`src/sv/kil_pkg.sv`:
```
// Shared types and constants for the keyword and integer lexer.
// Holds the request and token payload structs and the fixed keyword table.
// No dependencies; every other file imports this package.
`default_nettype none

package kil_pkg;

  localparam int NUM_KW   = 7;
  localparam int KW_SLOTS = 9;
  localparam int VAL_W    = 30;
  localparam int LEN_W    = 4;

  // Request kinds.
  localparam logic KIND_CHAR = 1'b0;
  localparam logic KIND_END  = 1'b1;

  // Token classes.
  localparam logic CLASS_INT     = 1'b0;
  localparam logic CLASS_KEYWORD = 1'b1;

  // Keyword ids.
  localparam logic [2:0] KW_INTEGER   = 3'd0;
  localparam logic [2:0] KW_FLOATING  = 3'd1;
  localparam logic [2:0] KW_CHARACTER = 3'd2;
  localparam logic [2:0] KW_STRING    = 3'd3;
  localparam logic [2:0] KW_FUNCTION  = 3'd4;
  localparam logic [2:0] KW_RETURN    = 3'd5;
  localparam logic [2:0] KW_EXIT      = 3'd6;

  // Keyword text, right-justified: character i of a keyword of length L sits
  // in bits 8*(L-1-i) +: 8.
  localparam logic [0:NUM_KW-1][8*KW_SLOTS-1:0] KW_TEXT = '{
    72'("integer"), 72'("floating"), 72'("character"), 72'("string"),
    72'("function"), 72'("return"), 72'("exit")
  };
  localparam logic [0:NUM_KW-1][LEN_W-1:0] KW_LEN = '{
    4'd7, 4'd8, 4'd9, 4'd6, 4'd8, 4'd6, 4'd4
  };

  typedef struct packed {
    logic       kind;
    logic [7:0] char_code;
  } kil_item_t;

  typedef struct packed {
    logic             token_class;
    logic [2:0]       keyword_id;
    logic [VAL_W-1:0] literal_value;
    logic             too_many_digits;
  } kil_token_t;

  // Progress of a letter run through the keyword table.
  typedef struct packed {
    logic [NUM_KW-1:0] mask;
    logic [LEN_W-1:0]  length;
  } kil_word_t;

  // Largest number of the given count of decimal digits.
  function automatic logic [VAL_W-1:0] sat_max(input int digits);
    logic [VAL_W-1:0] v;
    v = '0;
    for (int i = 0; i < digits; i++) begin
      v = VAL_W'(v * 10 + 9);
    end
    return v;
  endfunction

endpackage

`default_nettype wire

```
`src/sv/kil_kw_match.sv`:
```
// Keyword matcher: narrows the set of live keywords by one letter and finds
// the keyword, if any, that a finished letter run spells. Uses kil_pkg.
`default_nettype none

module kil_kw_match #(
  parameter int MAX_WORD = 9
) (
  input  kil_pkg::kil_word_t base,
  input  logic [7:0]         letter,
  input  kil_pkg::kil_word_t cur,
  output kil_pkg::kil_word_t grown,
  output logic               found,
  output logic [2:0]         found_id
);
  import kil_pkg::*;

  function automatic logic [7:0] kw_char(input int k, input logic [LEN_W-1:0] idx);
    logic [7:0] c;
    c = '0;
    for (int i = 0; i < KW_SLOTS; i++) begin
      if (i < int'(KW_LEN[k]) && idx == LEN_W'(i)) begin
        c = KW_TEXT[k][8*(int'(KW_LEN[k]) - 1 - i) +: 8];
      end
    end
    return c;
  endfunction

  always_comb begin
    grown.mask = base.mask;
    if (base.length >= LEN_W'(MAX_WORD)) begin
      grown.mask = '0;
    end else begin
      for (int k = 0; k < NUM_KW; k++) begin
        if (base.length >= KW_LEN[k] || kw_char(k, base.length) != letter) begin
          grown.mask[k] = 1'b0;
        end
      end
    end
    grown.length = (base.length == '1) ? base.length : base.length + LEN_W'(1);
  end

  // The first live keyword whose length equals the run length wins.
  always_comb begin
    found    = 1'b0;
    found_id = KW_INTEGER;
    for (int k = NUM_KW - 1; k >= 0; k--) begin
      if (cur.mask[k] && KW_LEN[k] == cur.length) begin
        found    = 1'b1;
        found_id = 3'(k);
      end
    end
    if (cur.length > LEN_W'(MAX_WORD)) begin
      found = 1'b0;
    end
  end

endmodule

`default_nettype wire

```
`src/sv/kil_scan.sv`:
```
// Scanner state and per-byte step: tracks the current digit or letter run,
// updates it on each advanced request and forms the finished token.
// Uses kil_pkg and kil_kw_match.
`default_nettype none

module kil_scan #(
  parameter int MAX_WORD   = 9,
  parameter int MAX_DIGITS = 9
) (
  input  logic               clk,
  input  logic               rst,
  input  logic               advance,
  input  kil_pkg::kil_item_t item,
  output logic               emit,
  output kil_pkg::kil_token_t token
);
  import kil_pkg::*;

  typedef enum logic [1:0] {
    MODE_IDLE = 2'd0,
    MODE_NUM  = 2'd1,
    MODE_WORD = 2'd2
  } mode_t;

  localparam logic [VAL_W-1:0] SAT_VALUE = sat_max(MAX_DIGITS);

  mode_t            scan_mode, scan_mode_next;
  kil_word_t        word, word_next;
  logic [VAL_W-1:0] acc_value, acc_value_next;
  logic [LEN_W-1:0] digit_count, digit_count_next;
  logic             overflow_seen, overflow_seen_next;

  logic             is_digit, is_letter, cont_num, cont_word;
  kil_word_t        word_base, word_grown;
  logic             kw_found;
  logic [2:0]       kw_id;
  logic [VAL_W-1:0] base_value;
  logic [LEN_W-1:0] base_count;
  logic             base_ovf;
  logic             fin_num, fin_word;

  assign is_digit  = item.char_code >= 8'h30 && item.char_code <= 8'h39;
  assign is_letter = (item.char_code >= 8'h41 && item.char_code <= 8'h5A) ||
                     (item.char_code >= 8'h61 && item.char_code <= 8'h7A);
  assign cont_num  = item.kind == KIND_CHAR && scan_mode == MODE_NUM && is_digit;
  assign cont_word = item.kind == KIND_CHAR && scan_mode == MODE_WORD && is_letter;

  // A new letter run starts from a fresh table.
  assign word_base.mask   = cont_word ? word.mask : '1;
  assign word_base.length = cont_word ? word.length : '0;

  kil_kw_match #(
    .MAX_WORD(MAX_WORD)
  ) u_kw_match (
    .base     (word_base),
    .letter   (item.char_code),
    .cur      (word),
    .grown    (word_grown),
    .found    (kw_found),
    .found_id (kw_id)
  );

  assign base_value = cont_num ? acc_value : '0;
  assign base_count = cont_num ? digit_count : '0;
  assign base_ovf   = cont_num ? overflow_seen : 1'b0;

  assign fin_num  = scan_mode == MODE_NUM;
  assign fin_word = scan_mode == MODE_WORD && kw_found;

  always_comb begin
    scan_mode_next     = MODE_IDLE;
    word_next          = '{mask: '1, length: '0};
    acc_value_next     = '0;
    digit_count_next   = '0;
    overflow_seen_next = 1'b0;
    emit               = 1'b0;
    if (item.kind == KIND_END) begin
      emit = fin_num || fin_word;
    end else if (is_digit) begin
      scan_mode_next = MODE_NUM;
      emit           = !cont_num && (fin_num || fin_word);
      if (base_count < LEN_W'(MAX_DIGITS)) begin
        acc_value_next     = (base_value << 3) + (base_value << 1) +
                             VAL_W'(item.char_code[3:0]);
        digit_count_next   = base_count + LEN_W'(1);
        overflow_seen_next = base_ovf;
      end else begin
        acc_value_next     = SAT_VALUE;
        digit_count_next   = base_count;
        overflow_seen_next = 1'b1;
      end
    end else if (is_letter) begin
      scan_mode_next = MODE_WORD;
      emit           = !cont_word && (fin_num || fin_word);
      word_next      = word_grown;
    end else begin
      emit = fin_num || fin_word;
    end
  end

  always_comb begin
    if (fin_num) begin
      token = '{token_class: CLASS_INT, keyword_id: KW_INTEGER,
                literal_value: acc_value, too_many_digits: overflow_seen};
    end else begin
      token = '{token_class: CLASS_KEYWORD, keyword_id: kw_id,
                literal_value: '0, too_many_digits: 1'b0};
    end
  end

  always_ff @(posedge clk) begin
    if (rst) begin
      scan_mode     <= MODE_IDLE;
      word          <= '{mask: '1, length: '0};
      acc_value     <= '0;
      digit_count   <= '0;
      overflow_seen <= 1'b0;
    end else if (advance) begin
      scan_mode     <= scan_mode_next;
      word          <= word_next;
      acc_value     <= acc_value_next;
      digit_count   <= digit_count_next;
      overflow_seen <= overflow_seen_next;
    end
  end

endmodule

`default_nettype wire

```
`src/sv/keyword_and_integer_lexer_top.sv`:
```
// Keyword and integer lexer: a byte stream is grouped into number tokens
// and keyword tokens.
//
// Channels: the request channel (src_valid, src_ready, src_item) carries one
// byte or an end-of-input mark per request; the token channel (tok_valid,
// tok_ready, tok_data) carries at most one token per request. Both follow a
// valid/ready handshake and transfer when valid and ready are high together.
// A token is produced by the byte that ends its run (that byte may start the
// next run) or by end of input, which flushes a pending run.
// An accepted request is held in the input register, and the scan step writes
// its token into the token register when the step advances; a stall on the
// token channel can hold the request between the two. Throughput is one request
// per cycle unless the receiver stalls.
// A token waiting in the output register does not block the next request
// from entering the input register. When the receiver stalls, the scan step
// holds and src_ready falls once the input register is also full.
// Reset (rst, synchronous) empties both registers and returns the scanner to
// idle with no pending run.
// Uses kil_pkg, kil_scan and kil_kw_match.
`default_nettype none

module keyword_and_integer_lexer_top #(
  parameter int MAX_WORD   = 9,
  parameter int MAX_DIGITS = 9
) (
  input  logic                clk,
  input  logic                rst,
  input  logic                src_valid,
  output logic                src_ready,
  input  kil_pkg::kil_item_t  src_item,
  output logic                tok_valid,
  input  logic                tok_ready,
  output kil_pkg::kil_token_t tok_data
);
  import kil_pkg::*;

  logic       stage_valid;
  kil_item_t  stage_item;
  logic       advance;
  logic       emit;
  kil_token_t token;

  assign advance   = stage_valid && (!tok_valid || tok_ready);
  assign src_ready = !stage_valid || advance;

  always_ff @(posedge clk) begin
    if (rst) begin
      stage_valid <= 1'b0;
    end else if (src_valid && src_ready) begin
      stage_valid <= 1'b1;
    end else if (advance) begin
      stage_valid <= 1'b0;
    end
  end

  always_ff @(posedge clk) begin
    if (src_valid && src_ready) begin
      stage_item <= src_item;
    end
  end

  kil_scan #(
    .MAX_WORD   (MAX_WORD),
    .MAX_DIGITS (MAX_DIGITS)
  ) u_scan (
    .clk     (clk),
    .rst     (rst),
    .advance (advance),
    .item    (stage_item),
    .emit    (emit),
    .token   (token)
  );

  always_ff @(posedge clk) begin
    if (rst) begin
      tok_valid <= 1'b0;
    end else if (advance) begin
      tok_valid <= emit;
    end else if (tok_ready) begin
      tok_valid <= 1'b0;
    end
  end

  always_ff @(posedge clk) begin
    if (advance && emit) begin
      tok_data <= token;
    end
  end

endmodule

`default_nettype wire

```
`config.mk`:
```
export PLATFORM = sky130hd
export DESIGN_NAME = keyword_and_integer_lexer_top
export DESIGN_NICKNAME = d
export VERILOG_FILES = /design/src/sv/kil_pkg.sv /design/src/sv/kil_kw_match.sv /design/src/sv/kil_scan.sv /design/src/sv/keyword_and_integer_lexer_top.sv
export SDC_FILE = /design/constraint.sdc
export NUM_CORES = 1
export LEC_CHECK = 0
export BUFFER_PORTS_ARGS = -buffer_cell sky130_fd_sc_hd__buf_2
export CAP_MARGIN = 20
export CORE_UTILIZATION = 60
export DETAILED_ROUTE_END_ITERATION = 10
export GPL_ROUTABILITY_DRIVEN = 0
export GPL_TIMING_DRIVEN = 1
export PLACE_DENSITY = 0.77
export SYNTH_ARGS = -nofsm -noshare
export SYNTH_HDL_FRONTEND = slang
export SYNTH_SLANG_ARGS = --single-unit
```
`constraint.sdc`:
```
create_clock -name clk -period 8.4 [get_ports clk]
set_input_delay 1.26 -clock clk [delete_from_list [all_inputs] [get_ports clk]]
set_output_delay 1.26 -clock clk [all_outputs]
set_load 0.02 [all_outputs]
```
=== Word-level counts from Yosys, hierarchy flattened ===
Index checks and enable logic that the tools add are counted.

* Register bits after elaboration: 94
* Bits in latches: 0
* Memory bits (writable): 0
* Memory bits (read-only): 0
* Input bits: 13
* Output and inout port bits: 37
* Logic and storage cells: 226
* Memories: 0

* Add/subtract/negate cells: 4
* Multipliers: 0
* Div/mod/pow operators: 0
* $lt $le $gt $ge: 13
* Eq/ne operators: 31
* Shift operators: 0
* Multiplexer cells: 106
* Bitwise operators: 1
* Reduce and logical (&&, ||, !) cells: 49

{| class="wikitable"
|+ Operator list
! kind !! count
|-
| 2-to-1 mux 8 bit || 38
|-
| 2-to-1 mux 7 bit || 18
|-
| 2-to-1 mux 30 bit || 3
|-
| != test 8 bit || 7
|-
| != test 6 x 5 -> 1 bit (second input constant) || 7
|-
| 2-to-1 mux 35 bit || 1
|-
| 2-to-1 mux 11 bit || 3
|-
| adder 30 bit || 1
|-
| adder 30 x 4 -> 30 bit || 1
|-
| 2-to-1 mux 29 bit || 1
|-
| 2-to-1 mux 1 bit || 26
|-
| 2-to-1 mux 4 bit || 6
|-
| 2-to-1 mux 3 bit || 7
|-
| logical AND 1 bit || 20
|-
| equality test 4 x 3 -> 1 bit (second input constant) || 4
|-
| greater-or-equal comparator 8 x 7 -> 1 bit (second input constant) || 2
|-
| less-or-equal comparator 8 x 7 -> 1 bit (second input constant) || 2
|-
| AND reduction 2 bit || 8
|-
| equality test 3 x 4 -> 1 bit (first input constant) || 3
|-
| greater-or-equal comparator 4 x 3 -> 1 bit (second input constant) || 3
|-
| logical OR 1 bit || 11
|-
| adder 4 x 1 -> 4 bit (second input constant) || 2
|-
| equality test 4 x 2 -> 1 bit (second input constant) || 2
|-
| equality test 4 bit (first input constant) || 2
|-
| other kinds (18) || 26
|}

=== Longest topological paths before layout ===
* Depth in word-level cells: 23
* Depth in mapped cells: 19
* Gate-level depth less buffers: 16

=== Cells and area by module ===
From an unflattened synthesis, not the netlist that was laid out.

* Cell total of the unflattened synthesis: 859
* Area, all modules: 7369.6 um^2

{| class="wikitable"
|+ Modules (own cells, without submodules)
! module !! instances !! cells each !! area each (um^2)
|-
| kil_scan || 1 || 559 || 4399.2
|-
| kil_kw_match || 1 || 245 || 1546.5
|-
| keyword_and_integer_lexer_top || 1 || 55 || 1423.9
|}

=== Least setup slack after synthesis ===
No wires, ideal clock.

* Path kind: reg-to-reg
* From: reg stage_item[2] in the netlist's numbering
* To: reg u_scan.acc_value[28]
* Setup time: 116 ps
* Arrival: 4028 ps
* Data required time: 8284 ps
* Setup slack: 4256 ps
* Stages on the path, launching flop included: 16
* Clock period less this slack: 4144 ps
* Cell sequence: edfxtp_1 > o21a_1 > nor4b_2 > clkbuf_1 > and2_1 > fa_1 > fa_1 > a21o_1 > a221oi_2 > a211oi_1 > nor3_2 > o31ai_1 > o41ai_1 > xnor2_1 > o21ai_0 > nand2_1

* Cells in the longest elaborated chain, start to end: 9

{| class="wikitable"
|+ Ends and longest elaborated chain
! item !! line !! text
|-
| from (decl) || keyword_and_integer_lexer_top.sv:38 || <nowiki>kil_item_t stage_item;</nowiki>
|-
| from (signal assigned) || keyword_and_integer_lexer_top.sv:58 || <nowiki>stage_item <= src_item;</nowiki>
|-
| greater-or-equal comparator 8 x 6 -> 1 bit or less-or-equal comparator 8 x 6 -> 1 bit (tied branches) || kil_scan.sv:42 || <nowiki>assign is_digit = item.char_code >= 8'h30 && item.char_code <= 8'h39;</nowiki>
|-
| logical AND 1 bit || kil_scan.sv:42 ||
|-
| logical AND 1 bit || kil_scan.sv:45 || <nowiki>assign cont_num = item.kind == KIND_CHAR && scan_mode == MODE_NUM && is_digit;</nowiki>
|-
| 2-to-1 mux 29 bit || kil_scan.sv:63 || <nowiki>assign base_value = cont_num ? acc_value : '0;</nowiki>
|-
| adder 30 bit || kil_scan.sv:83 || <nowiki>acc_value_next = (base_value << 3) + (base_value << 1) +</nowiki>
|-
| adder 30 x 4 -> 30 bit || kil_scan.sv:83 ||
|-
| 2-to-1 mux 30 bit || kil_scan.sv:82 || <nowiki>if (base_count < LEN_W'(MAX_DIGITS)) begin</nowiki>
|-
| 2-to-1 mux 30 bit * || kil_scan.sv:79 || <nowiki>end else if (is_digit) begin</nowiki>
|-
| 2-to-1 mux 30 bit * || kil_scan.sv:77 || <nowiki>if (item.kind == KIND_END) begin</nowiki>
|-
| to (signal assigned) || kil_scan.sv:121 || <nowiki>acc_value <= acc_value_next;</nowiki>
|-
| to (decl) || kil_scan.sv:29 || <nowiki>logic [VAL_W-1:0] acc_value, acc_value_next;</nowiki>
|}

Every way passes the cells marked *; elsewhere a longest branch is shown, timed or not.
A chain may end at the register's enable or synchronous reset.

=== Worst setup path in the final report ===
* From: reg stage_item[0] in the netlist's numbering
* To: reg u_scan.word[10] in the netlist's numbering

* Cells in the longest elaborated chain, start to end: 18

{| class="wikitable"
|+ Ends and longest elaborated chain
! item !! line !! text
|-
| greater-or-equal comparator 8 x 7 -> 1 bit (tied with other cells) || kil_scan.sv:43 || <nowiki>assign is_letter = (item.char_code >= 8'h41 && item.char_code <= 8'h5A) ||</nowiki>
|-
| logical AND 1 bit (on tied branches) || kil_scan.sv:43, kil_scan.sv:44 ||
|-
| logical OR 1 bit || kil_scan.sv:43 ||
|-
| logical AND 1 bit || kil_scan.sv:46 || <nowiki>assign cont_word = item.kind == KIND_CHAR && scan_mode == MODE_WORD && is_letter;</nowiki>
|-
| 2-to-1 mux 4 bit || kil_scan.sv:50 || <nowiki>assign word_base.length = cont_word ? word.length : '0;</nowiki>
|-
| zero test 4 bit || kil_kw_match.sv:21 || <nowiki>if (i < int'(KW_LEN[k]) && idx == LEN_W'(i)) begin</nowiki>
|-
| 2-to-1 mux 7 bit || kil_kw_match.sv:21 ||
|-
| 2-to-1 mux 8 bit (3 in series) || kil_kw_match.sv:21 ||
|-
| 2-to-1 mux 8 bit || kil_kw_match.sv:30 || <nowiki>if (base.length >= LEN_W'(MAX_WORD)) begin</nowiki>
|-
| != test 8 bit || kil_kw_match.sv:34 || <nowiki>if (base.length >= KW_LEN[k] || kw_char(k, base.length) != letter) begin</nowiki>
|-
| logical OR 1 bit || kil_kw_match.sv:34 ||
|-
| 2-to-1 mux 1 bit || kil_kw_match.sv:34 ||
|-
| 2-to-1 mux 7 bit || kil_kw_match.sv:30 ||
|-
| 2-to-1 mux 11 bit || kil_scan.sv:92 || <nowiki>end else if (is_letter) begin</nowiki>
|-
| 2-to-1 mux 11 bit || kil_scan.sv:79 ||
|-
| 2-to-1 mux 11 bit || kil_scan.sv:77 ||
|-
| to (signal assigned) || kil_scan.sv:114 || <nowiki>word <= '{mask: '1, length: '0};</nowiki>
|-
| to (signal assigned) || kil_scan.sv:120 || <nowiki>word <= word_next;</nowiki>
|-
| to (decl) || kil_scan.sv:28 || <nowiki>kil_word_t word, word_next;</nowiki>
|}

Several ways; a longest one is shown, not always the timed one. The select of a mux whose other input is x is not followed.

==> impl.org <==
** STA
- Remaining max-slew budget at the tightest pin :: 0.3886
- Final count of hold timing violations :: 0
- For the final database, setup skew stands at roughly 0.0080 ns.
- Based on the critical path, the design can be clocked at up to 196.0 MHz.
- For the pin with the worst max-slew slack, the measured transition is 0.9172 ns.
- Setup repair after global routing left no endpoint under its margin.
- The count of pins over their slew limit came to 0.
- Summed over all failing endpoints, the final setup total negative slack is 0 ns.
- The worst path meets setup with around 3.3 ns of slack.
- Across all hold checks on the routed design, the worst slack comes to 0.4421 ns.
- After layout, the minimum clock period comes to about 5.1 ns.
- Of the available clock period, the critical path in the final layout requires 0.6074.
- Setup violations remaining at the end of the flow were counted as 0.

** Layout
- Layout Area Growth over Synthesis :: 7.940%
- Layout Nets :: between 800 and 900
- Number of standard cells in the final layout excluding fillers :: roughly 960
- Sequential cell area :: between 0.002 and 0.0025 mm²
- Of the cells placed in the final design, the portion with a size suffix greater than 1 is 0.1163.
- Most common library cell in the layout ignoring fill and taps :: sky130_fd_sc_hd__nand2_1
- Footprint of the multi-input gates :: roughly 0.0043 mm²
- Most frequent cells in the layout :: sky130_fd_sc_hd__nand2_1, sky130_fd_sc_hd__and2_1, sky130_fd_sc_hd__a21oi_1, sky130_fd_sc_hd__ha_1, sky130_fd_sc_hd__nor2_1
- Number of antenna cells inserted :: 0
- Number of inserted filler cells in the final layout :: between 900 and 1000
- Final design instance area without fill :: around 0.0074 mm²
- Final Core Density :: 0.6754

** Routing
- Drt first pass iters :: 5
- The count of nets left with antenna violations once routing finished came out at 0.
- Post-detailed-route wirelength per cell :: 17.26 µm
- The highest metal layer carrying signal wires in the routed design is met4.
- Met3 wire len :: 1415 µm
- After detailed routing, the number of remaining DRC violations is 0.
- Across all layers, the routed design uses just over 6000 vias.
- In the routed layout, each cell is associated on average with a via count of about 6.3.
- The first routing iteration left ~540 violations.
- Summed over all layers, the routed wires come to 16520 µm.
- WL met1 :: approximately 7100 µm
- Detailed routing placed a total of between 7000 and 8000 µm of wire on met2.

** Clock network
- In this run, post-CTS repair resized a total of 0 instances.
- Clock sink count :: 94
- TritonCTS built the clock tree.
- Clk Tree Root Cell :: sky130_fd_sc_hd__clkbuf_16
- Clock-pin slew was measured on the worst setup and hold paths at ~0.070 ns.
- In this run the number of H-tree levels came out at 3.
- Number of buffers added to fix hold violations after cts :: 0
- The number of setup buffers added after CTS is 0.
- The clock passes through at most 2 buffers.
- In this run, CTS created clock tree buffers numbering 9.
- Clock latency on the worst-skew pair, taken at its later pin, is 0.36 ns.

** Pwr
- Overall power consumption after layout is estimated at between 0.9 and 1 mW.
- Summed over all cells, the static leakage comes to between 3 and 4 nW.
- For this design the ratio of total power to cell area is 128.4 mW/mm².
- Max IR drop VDD :: approximately 0.00013 V

** Placed design
- The placed instances occupy a cell area of a little over 0.007 mm².
- Post-placement cell count :: 940
- Input and output buffers added on the ports amount to roughly 50.
- Detailed placement finished with a half-perimeter wire length of about 12000 µm.
- At the placement stage, the worst setup path has a slack of just over 3 ns.

** Synthesis
- Avg Inst Size Synth :: approximately 9 µm²
- FFs w/ async S/R, synth :: 0
- By area the synthesized netlist is led by sky130_fd_sc_hd__edfxtp_1, sky130_fd_sc_hd__dfxtp_1, sky130_fd_sc_hd__ha_1.
- The synthesized design contains between 40 and 50 enable-type register cells.
- Gate count of the mapped netlist :: between 700 and 800
- For this run, the register share of the synthesized area comes to 0.3365.
- Netlist cell types :: 79
- The Yosys step of the flow raised 0 warnings.
- Largest area contributor in the synthesized netlist :: sky130_fd_sc_hd__edfxtp_1
- Post-Syn Area :: between 0.006 and 0.007 mm²
- Total nets after synthesis :: roughly 870
- Top FF cell, synth :: sky130_fd_sc_hd__dfxtp_1
- Of the post-synthesis cell area, the dominant cell type holds 0.1914.
- Synthesis inferred 94 register bits.

** Global route
- Across every metal layer, demand over resource in global routing totals 0.2903.
- Entering global routing, the biggest net connects 42 pins.
- Global-route wire length before repair :: 26930 µm
- For this run the aggregate overflow at the end of global routing stands at 0.
- Number of global-route vias before repair :: roughly 5600
- The initial antenna violation count is 0.

** Critical path
- STA classifies the critical path endpoint as a flop.
- Of all nets on the critical path, the largest fanout is 17.
- Kind of critical path :: flop to flop
- STA puts the critical path data required time at around 8.6 ns.
- Data arrival time of the critical path :: roughly 5.3 ns
- Startpoint type of the worst setup path :: flop

** Floorplan
- Core area :: ~0.011 mm²
- The floorplan step defined a die boundary enclosing between 0.01 and 0.015 mm².
- During I/O placement, the number of pins put on the boundary was 50.
- The initial utilization of the core area, before any placement, comes to 0.6257.
- Site Rows :: 38
- Die width :: approximately 110 µm
- From bottom edge to top edge, the die measures ~110 µm.

** Status
- Status :: complete, no violations

** Hold path
- Worst min path class :: flop to flop

** Job
- Max cap viols :: 0
-- area by class of cell --
| cell class | count | share of cell area |
|---|---|---|
| Multi-Input combinational cell | 631 | 0.5737 |
| Sequential cell | 94 | 0.3117 |
| Timing Repair Buffer | 55 | 0.04048 |
| Clock buffer | 9 | 0.03023 |
| Tap cell | 140 | 0.02351 |
| Inverter | 21 | 0.01058 |
| Clock inverter | 7 | 0.009741 |
-- kinds of logic (layout without fill, tap and decap cells) --
family | count (synthesis) | after routing | synth area share
muxes | 3 | 3 | 0.004351
buffers and inverters | 64 | 92 | 0.04677
DFF | 94 | 94 | 0.3365
xor gates and xnor gates | 48 | 48 | 0.06091
AOI/OAI and AO/OA | 215 | 215 | 0.2034
and+or+nand+nor | 302 | 302 | 0.2317
adders and majority gates | 63 | 63 | 0.1164
-- synthesized netlist by cell type (all sizes together), types with 3 or more instances --
cell and instances:
and4 5, nand3b 8, ha 61, inv 20
nor4b 4, and2 68, nor4 9, o21bai 4
a21o 12, a211oi 3, o22ai 4, dfxtp 50
nor3 18, o31ai 7, nor2b 5, xor2 20
nand2b 6, o211ai 12, o21a 9, a22oi 9
and3 7, nor3b 3, mux2i 3, nand3 20
a2bb2oi 5, a31oi 12, nand4 8, or2 4
xnor2 28, a41oi 3, nand2 74, o21ai 44
buf 12, a211o 3, nor2 57, a21oi 67
clkbuf 31, edfxtp 44
-- power breakdown --
| part | switching, mW | internal, mW | total [mW] |
|---|---|---|---|
| clock | 0.180 | 0.231 | 0.410 |
| sequential | 0.0144 | 0.482 | 0.496 |
| combinational | 0.0306 | 0.0194 | 0.0500 |
-- layer usage --
metal / GRT usage / vias up
met5: 0 / -
met4: 0.09905 / 0
met3: 0.06515 / 36
met2: 0.4636 / 247
met1: 0.3865 / 2848
li1: - / 2918
-- worst max-delay path, stage by stage (launching register included) --
cell and delay [ns]:
sky130_fd_sc_hd__edfxtp_1 0.83, sky130_fd_sc_hd__nor2_1 0.11, sky130_fd_sc_hd__and3_1 0.31, sky130_fd_sc_hd__nor3_2 0.74
sky130_fd_sc_hd__nand2_1 0.27, sky130_fd_sc_hd__inv_1 0.17, sky130_fd_sc_hd__ha_1 0.46, sky130_fd_sc_hd__inv_1 0.30
sky130_fd_sc_hd__o31ai_4 0.19, sky130_fd_sc_hd__nor2_1 0.18, sky130_fd_sc_hd__o32ai_1 0.27, sky130_fd_sc_hd__nor4b_1 0.73
sky130_fd_sc_hd__a31oi_1 0.17, sky130_fd_sc_hd__o22ai_1 0.18, sky130_fd_sc_hd__nand2b_1 0.07
-- worst paths after layout --
kind,from,to,slack (ns),cells after the start
min reg2reg,u_scan.acc_value[15]$_SDFFE_PP0P_,u_scan.acc_value[15]$_SDFFE_PP0P_,0.44,2
max,stage_item[0]$_DFFE_PP_,u_scan.word[10]$_SDFFE_PP1P_,3.30,14
max reg2reg,stage_item[0]$_DFFE_PP_,u_scan.word[10]$_SDFFE_PP1P_,3.30,14
min,u_scan.acc_value[15]$_SDFFE_PP0P_,u_scan.acc_value[15]$_SDFFE_PP0P_,0.44,2
-- sequential cells by signal (all words and copies together), names as in the netlist --
signal                count
u_scan.scan_mode          2
u_scan.acc_value         30
u_scan.digit_count        4
u_scan.overflow_seen      1
u_scan.word              11
tok_valid                 1
stage_item                9
tok_data                 35
stage_valid               1
No activity file was read; power rests on OpenSTA's default activity.
